--- config.mk ---
export PLATFORM = sky130hd
export DESIGN_NAME = searchable_ring_fifo
export DESIGN_NICKNAME = d
export VERILOG_FILES = /design/src/rtl/srf_pkg.sv /design/src/rtl/searchable_ring_fifo.sv /design/src/rtl/srf_cell.sv /design/src/rtl/srf_ctrl.sv
export SDC_FILE = /design/constraint.sdc
export NUM_CORES = 2
export LEC_CHECK = 0
export BUFFER_PORTS_ARGS = -buffer_cell sky130_fd_sc_hd__buf_4
export CORE_MARGIN = 3
export CORE_UTILIZATION = 45
export CTS_CLUSTER_SIZE = 16
export DETAILED_ROUTE_END_ITERATION = 12
export PLACE_DENSITY = 0.58
export SYNTH_ARGS = -nofsm -noshare
export SYNTH_HDL_FRONTEND = slang
export SYNTH_SLANG_ARGS = --single-unit
--- constraint.sdc ---
create_clock -name clk -period 3.8 [get_ports clk]
set_input_delay 0.95 -clock clk [delete_from_list [all_inputs] [get_ports clk]]
set_output_delay 0.95 -clock clk [all_outputs]
set_load 0.005 [all_outputs]
--- src/rtl/srf_pkg.sv ---
// ----------------------------------------------------------------------------
// srf_pkg: shared types and constants for the searchable ring fifo
// Store depth, derived widths, command and status codes, and the control
// bundle that the sequencer hands to the row of storage cells.
// ----------------------------------------------------------------------------
package srf_pkg;

  localparam int DEPTH   = 128;
  localparam int IDX_W   = $clog2(DEPTH);
  localparam int CNT_W   = $clog2(DEPTH + 1);
  localparam int CODE_W  = 8;
  localparam int COUNT_W = 8;

  typedef enum logic [1:0] {
    CMD_PUSH  = 2'd0,
    CMD_POP   = 2'd1,
    CMD_QUERY = 2'd2,
    CMD_CLEAR = 2'd3
  } cmd_t;

  typedef enum logic [1:0] {
    STAT_OK    = 2'd0,
    STAT_FULL  = 2'd1,
    STAT_EMPTY = 2'd2
  } status_t;

  typedef enum logic {
    ST_IDLE = 1'b0,
    ST_SCAN = 1'b1
  } state_t;

  // shift moves every cell one place towards the head (pop and scan rotate)
  typedef struct packed {
    logic             shift;
    logic             push;
    logic [IDX_W-1:0] wr_idx;
  } ring_ctl_t;

endpackage

--- src/rtl/searchable_ring_fifo.sv ---
// ----------------------------------------------------------------------------
// searchable_ring_fifo: fifo of event codes with a membership search
// Push, pop and clear each give a registered result beat that shows the
// cycle after the input beat. A query rotates the cell row once past one
// comparator at the head cell; input stalls for the scan and the result
// beat is registered when it ends. Oldest entry sits in cell 0 whenever no
// scan runs. Reset empties the store; cell contents are not cleared.
// ----------------------------------------------------------------------------
module searchable_ring_fifo
  import srf_pkg::*;
(
  input  logic               clk,
  input  logic               rst,
  input  logic               in_valid,
  output logic               in_stall,
  input  logic [1:0]         command,
  input  logic [CODE_W-1:0]  code_in,
  output logic               out_valid,
  input  logic               out_stall,
  output logic [1:0]         status,
  output logic [CODE_W-1:0]  code_out,
  output logic               found,
  output logic [COUNT_W-1:0] count
);

  ring_ctl_t         ctl;
  logic [CODE_W-1:0] ring_q [DEPTH];

  srf_ctrl u_ctrl (
    .clk       (clk),
    .rst       (rst),
    .in_valid  (in_valid),
    .in_stall  (in_stall),
    .command   (command),
    .code_in   (code_in),
    .out_valid (out_valid),
    .out_stall (out_stall),
    .status    (status),
    .code_out  (code_out),
    .found     (found),
    .count     (count),
    .head_q    (ring_q[0]),
    .ctl       (ctl)
  );

  for (genvar i = 0; i < DEPTH; i++) begin : g_cell
    localparam int NXT = (i + 1) % DEPTH;

    srf_cell u_cell (
      .clk   (clk),
      .shift (ctl.shift),
      .wr    (ctl.push && (ctl.wr_idx == IDX_W'(i))),
      .din   (code_in),
      .nbr   (ring_q[NXT]),
      .q     (ring_q[i])
    );
  end

endmodule

--- src/rtl/srf_cell.sv ---
// ----------------------------------------------------------------------------
// srf_cell: one storage cell of the ring
// Holds one event code; on a shift it takes its neighbour's code, otherwise
// it can be written with a pushed code.
// ----------------------------------------------------------------------------
module srf_cell
  import srf_pkg::*;
(
  input  logic              clk,
  input  logic              shift,
  input  logic              wr,
  input  logic [CODE_W-1:0] din,
  input  logic [CODE_W-1:0] nbr,
  output logic [CODE_W-1:0] q
);

  logic [CODE_W-1:0] data;

  always_ff @(posedge clk) begin
    if (shift) begin
      data <= nbr;
    end else if (wr) begin
      data <= din;
    end
  end

  assign q = data;

endmodule

--- src/rtl/srf_ctrl.sv ---
// ----------------------------------------------------------------------------
// srf_ctrl: sequencer for the searchable ring fifo
// Takes input beats, keeps the occupancy, drives the cell row and walks the
// ring once past a single comparator at the head cell for a query.
// ----------------------------------------------------------------------------
module srf_ctrl
  import srf_pkg::*;
(
  input  logic               clk,
  input  logic               rst,
  input  logic               in_valid,
  output logic               in_stall,
  input  logic [1:0]         command,
  input  logic [CODE_W-1:0]  code_in,
  output logic               out_valid,
  input  logic               out_stall,
  output logic [1:0]         status,
  output logic [CODE_W-1:0]  code_out,
  output logic               found,
  output logic [COUNT_W-1:0] count,
  input  logic [CODE_W-1:0]  head_q,
  output ring_ctl_t          ctl
);

  state_t             state, state_next;
  logic [CNT_W-1:0]   occ, occ_next;
  logic [IDX_W-1:0]   step;
  logic [CODE_W-1:0]  key;
  logic               found_acc;
  logic               out_vld;
  status_t            status_reg;
  logic [CODE_W-1:0]  code_reg;
  logic               found_reg;
  logic [COUNT_W-1:0] count_reg;

  cmd_t    cmd;
  logic    acc;
  logic    take;
  logic    full;
  logic    empty;
  logic    hit;
  logic    scan_last;
  status_t stat_now;

  assign cmd       = cmd_t'(command);
  assign take      = out_vld && !out_stall;
  assign full      = (occ == CNT_W'(DEPTH));
  assign empty     = (occ == '0);
  assign acc       = in_valid && !in_stall;
  assign scan_last = (state == ST_SCAN) && (step == IDX_W'(DEPTH - 1));
  // only entries still waiting take part in the search
  assign hit       = (head_q == key) && (CNT_W'(step) < occ);

  // next state
  always_comb begin
    state_next = state;
    unique case (state)
      ST_IDLE: begin
        if (acc && cmd == CMD_QUERY) begin
          state_next = ST_SCAN;
        end
      end
      ST_SCAN: begin
        if (scan_last) begin
          state_next = ST_IDLE;
        end
      end
      default: state_next = ST_IDLE;
    endcase
  end

  // outputs to the handshake and the cell row
  always_comb begin
    in_stall   = 1'b1;
    ctl.shift  = 1'b0;
    ctl.push   = 1'b0;
    ctl.wr_idx = occ[IDX_W-1:0];
    unique case (state)
      ST_IDLE: begin
        in_stall  = out_vld && out_stall;
        ctl.shift = acc && (cmd == CMD_POP) && !empty;
        ctl.push  = acc && (cmd == CMD_PUSH) && !full;
      end
      ST_SCAN: begin
        ctl.shift = 1'b1;
      end
      default: in_stall = 1'b1;
    endcase
  end

  always_comb begin
    occ_next = occ;
    stat_now = STAT_OK;
    if (acc) begin
      case (cmd)
        CMD_PUSH: begin
          if (full) begin
            stat_now = STAT_FULL;
          end else begin
            occ_next = occ + 1'b1;
          end
        end
        CMD_POP: begin
          if (empty) begin
            stat_now = STAT_EMPTY;
          end else begin
            occ_next = occ - 1'b1;
          end
        end
        CMD_CLEAR: occ_next = '0;
        default:   occ_next = occ;
      endcase
    end
  end

  always_ff @(posedge clk) begin
    if (rst) begin
      state   <= ST_IDLE;
      occ     <= '0;
      out_vld <= 1'b0;
    end else begin
      state <= state_next;
      occ   <= occ_next;
      if ((acc && cmd != CMD_QUERY) || scan_last) begin
        out_vld <= 1'b1;
      end else if (take) begin
        out_vld <= 1'b0;
      end
    end
  end

  always_ff @(posedge clk) begin
    if (acc) begin
      key       <= code_in;
      step      <= '0;
      found_acc <= 1'b0;
    end else if (state == ST_SCAN) begin
      step      <= step + 1'b1;
      found_acc <= found_acc | hit;
    end
  end

  // result beat register
  always_ff @(posedge clk) begin
    if (acc && cmd != CMD_QUERY) begin
      status_reg <= stat_now;
      code_reg   <= (cmd == CMD_POP && !empty) ? head_q : '0;
      found_reg  <= 1'b0;
      count_reg  <= COUNT_W'(occ_next);
    end else if (scan_last) begin
      status_reg <= STAT_OK;
      code_reg   <= '0;
      found_reg  <= found_acc | hit;
      count_reg  <= COUNT_W'(occ);
    end
  end

  assign out_valid = out_vld;
  assign status    = status_reg;
  assign code_out  = code_reg;
  assign found     = found_reg;
  assign count     = count_reg;

  a_occ_range: assert property (@(posedge clk) disable iff (rst)
    occ <= CNT_W'(DEPTH))
    else $error("occupancy beyond depth");

  a_no_push_on_shift: assert property (@(posedge clk) disable iff (rst)
    !(ctl.shift && ctl.push))
    else $error("push and shift together");

  a_query_scans: assert property (@(posedge clk) disable iff (rst)
    (acc && cmd == CMD_QUERY) |=> (state == ST_SCAN))
    else $error("query did not start a scan");

  a_scan_holds_occ: assert property (@(posedge clk) disable iff (rst)
    (state == ST_SCAN) |=> (occ == $past(occ)))
    else $error("occupancy moved during a scan");

  a_scan_result: assert property (@(posedge clk) disable iff (rst)
    scan_last |=> out_vld)
    else $error("scan ended without a result beat");

endmodule
==> implementation parameters <==
Parameter                              Value

Outcome
  Result of the run    completed

Global route
  Vias in the first global route    about 26,000
  GR Util All Layers    20.37%
  Initial antenna violation count    8
  First-pass GRT wire length    ~160,000 um
  Maximum number of pins on one net before global-route repair    120
  Total global routing overflow    0

Worst setup path
  Startpoint of the worst-slack reg-to-reg timing path    u_ctrl.occ[1]
  Launch point of the worst path    u_ctrl.occ[1]
  Library cell appearing most often on the critical path    sky130_fd_sc_hd__buf_4
  Type of element capturing the critical path    flop
  Register-to-Register Setup Slack    about 550 ps
  Maximum fanout count along the critical path    45
  Startpoint type of the worst setup path    flop
  Critical setup path kind    flop to flop
  WP data arrival    around 3700 ps
  Reg2reg end    g_cell[125].u_cell.q[6]
  Worst Reg-to-Reg Cells    9
  Cell with the largest stage delay on the worst path    sky130_fd_sc_hd__a21oi_4
  Crit-path cells    inv_1 > ha_1 > nor4b_4 > nand2_4 > a21oi_4 > buf_12 > buf_4 > o21ai_0 > buf_4
  Capture point of the critical path    g_cell[125].u_cell.q[6]
  Required time worst endpoint    around 4200 ps
  Worst stage delay on the critical path    roughly 700 ps

Synthesis
  Fraction of synthesis flops using an asynchronous set or reset pin    0%
  Most used flip-flop cell after synthesis    sky130_fd_sc_hd__edfxtp_1
  Portion of synthesized cell area occupied by the leading cell type    about three quarters
  Post-synthesis cell area    roughly 43,000 um2
  Post-synth EDFFs    roughly 1,100
  Syn_area_per_cell    11.56 um2
  Synthesized instance count    ~3,700
  Number of unique standard cell types used by synthesis    56
  Register area share after synthesis    roughly three quarters
  Number of nets produced by synthesis    3,761
  Post-synthesis cell type with the largest combined area    sky130_fd_sc_hd__edfxtp_1
  Number of synthesized register bits    between 1,000 and 1,500
  Number of warnings reported in the yosys synthesis log    0
  Main area contributors after synthesis    sky130_fd_sc_hd__edfxtp_1 (73%), sky130_fd_sc_hd__nand2_1 (18%), sky130_fd_sc_hd__buf_2 (1.8%), sky130_fd_sc_hd__o21ai_0 (1.5%), sky130_fd_sc_hd__buf_6 (1.2%)

Clocking
  Clock Path Buffers    3
  Number of clock buffers inserted by TritonCTS    109
  Clock transition time at the flip-flop clock pins of the worst setup and hold paths    60 ps
  Cell chosen for the clock root    sky130_fd_sc_hd__clkbuf_16
  Cts repair resizes    0
  Number of sinks driven by the clock tree    about 1,100
  TritonCTS clock tree    done
  Maximum level of the CTS H-tree    3
  Clock latency at the later pin of the worst-skew pair    690 ps
  Buffer count from post-CTS setup fixing    0
  Number of buffers added to fix hold violations after cts    0

Floorplanning
  Die extent in x    approximately 320 um
  IO Count    35
  Die Outline Area    roughly 100,000 um2
  Die Y    315.8 um
  Initial core utilization    45.85%
  Core Area    94,170 um2
  Num rows    between 100 and 150

Final layout
  Relative area change from synthesis to final layout    14.51%
  Final instance area    around 49,000 um2
  Count of nets after finishing    a little under 4,000
  Most common library cell in the layout ignoring fill and taps    sky130_fd_sc_hd__nand2_1
  Most used cells in the layout excluding fill and tap cells    sky130_fd_sc_hd__nand2_1 (2,084), sky130_fd_sc_hd__edfxtp_1 (1,050), sky130_fd_sc_hd__buf_4 (222)
  Largest register FFs    approximately 1,000
  Share of cells above drive strength 1    11.17%

Worst hold path
  Class of the tightest hold or removal check    flop to flop

Detailed routing
  Number of vias after detailed routing    26,831
  Number of nets with antenna violations after routing    0
  Routed WL    just over 100,000 um
  Routed vias/inst    between 5 and 6
  DRC violations left    0
  Detailed-router iteration count before antenna repair    6
  Violation count after the first detailed-routing iteration    around 2,600
  Mean routed wirelength per cell    around 20 um

Placement
  Post-detail-place hpwl    60,400 um
  Routability cong.    between 0.7 and 0.8
  IO Port Bufs    34
  Cell area after placement    45,790 um2

Pwr
  Leakage Power    18.78 nW
  PwrDens    about 550 nW/um2
  Worst IR drop on VDD    about 380 uV

Timing
  Pins over their slew limit    0
  Minimum period implied by the final worst setup slack    3250 ps
  Maximum clock rate    roughly 0.3 GHz
  Transition time of the tightest slew-check pin    around 1200 ps
  Count of endpoints failing setup in the final report    0
  Worst hold slack    approximately 460 ps
  RSZ-0062 raised after global routing    false
  Max transition margin    a little over a fifth
  Final setup skew    about 35 ps
  Final number of hold-violating endpoints    0
  Aggregate negative setup slack    0 ps
  Period Utilization, post-route    a little under nine tenths

Run
  Max-cap violations    0
## where the power goes
group	switching [mW]	internal, mW	total (mW)
Combinational	1.64	0.703	2.35
Clock	4.53	6.38	10.9
Sequential	0.195	13.9	14.1
## area by class of cell
class	instances	area, um2
Fill cell	8187	44730
Sequential cell	1069	31910
Multi-Input combinational cell	2392	9772
Clock buffer	132	2814
Timing Repair Buffer	264	2507
Tap cell	1254	1569
Clock inverter	70	825.8
Inverter	11	41.29
Antenna cell	1	2.502
## how the worst min path moves through the flow
stage,startpoint,to,cells after the start
floorplan,u_ctrl.found_acc,u_ctrl.found_acc,2
global placement,u_ctrl.found_acc,u_ctrl.found_acc,2
detailed placement,u_ctrl.found_acc,u_ctrl.found_acc,2
CTS,code_in[2],u_ctrl.key[2],1
global route,code_in[7],u_ctrl.key[7],1
finish,u_ctrl.found_acc,u_ctrl.found_acc,2
## per-layer routing
| metal | vias to the layer above | GRT usage (%) | wire length (um) |
|---|---|---|---|
| met4 | 2 | 6.003 | 2817 |
| met1 | 13178 | 30.10 | 46450 |
| met2 | 803 | 30.98 | 45230 |
| li1 | 12689 | - | - |
| met3 | 159 | 3.703 | 6378 |
| met5 | - | 0 | 13 |
## synth_stat cells, types with 5 or more instances
cell type	number
sky130_fd_sc_hd__buf_6	46
sky130_fd_sc_hd__clkbuf_1	56
sky130_fd_sc_hd__o31ai_1	5
sky130_fd_sc_hd__nor3_1	5
sky130_fd_sc_hd__edfxtp_1	1050
sky130_fd_sc_hd__buf_2	159
sky130_fd_sc_hd__and3_1	12
sky130_fd_sc_hd__nor2b_1	7
sky130_fd_sc_hd__nor2_1	20
sky130_fd_sc_hd__inv_1	10
sky130_fd_sc_hd__a21oi_1	7
sky130_fd_sc_hd__nand2_1	2092
sky130_fd_sc_hd__ha_1	12
sky130_fd_sc_hd__dfxtp_1	19
sky130_fd_sc_hd__xnor2_1	9
sky130_fd_sc_hd__nand3_1	20
sky130_fd_sc_hd__o21ai_1	9
sky130_fd_sc_hd__or3_1	5
sky130_fd_sc_hd__o21ai_0	132
## cell families (layout without fill, tap and decap cells)
group	after synthesis	count (layout)	share of synthesized area [%]
xor+xnor	13	13	0.2637
mux	4	4	0.09273
buf+inv	274	477	3.645
compound gates	181	181	2.330
other cells	0	1	0
simple gates	2182	2182	19.42
flops	1069	1069	73.90
fa+ha+maj	12	12	0.3477
## critical path, delay by kind of cell, from the launching register on
kind | cells | cell delay, ps
buf+inv | 4 | 990
flops | 1 | 390
simple gates | 2 | 480
compound gates | 2 | 810
fa+ha+maj | 1 | 280
## metrics by stage
| stage | utilization, % | instances | setup WS (ps) | total power, mW |
|---|---|---|---|---|
| finish | 52.50 | 5193 | 550.4 | 27.39 |
| global route | 52.50 | 5192 | 354.6 | 28.39 |
| CTS | 52.49 | 5192 | 560.1 | 27.64 |
| detailed placement | 48.62 | 4990 | 432.7 | 16.73 |
| global placement | 48.62 | 4990 | 468.5 | 16.72 |
| floorplan | - | 3735 | 687.3 | 15.79 |
Power figures use the tool's default switching activity.
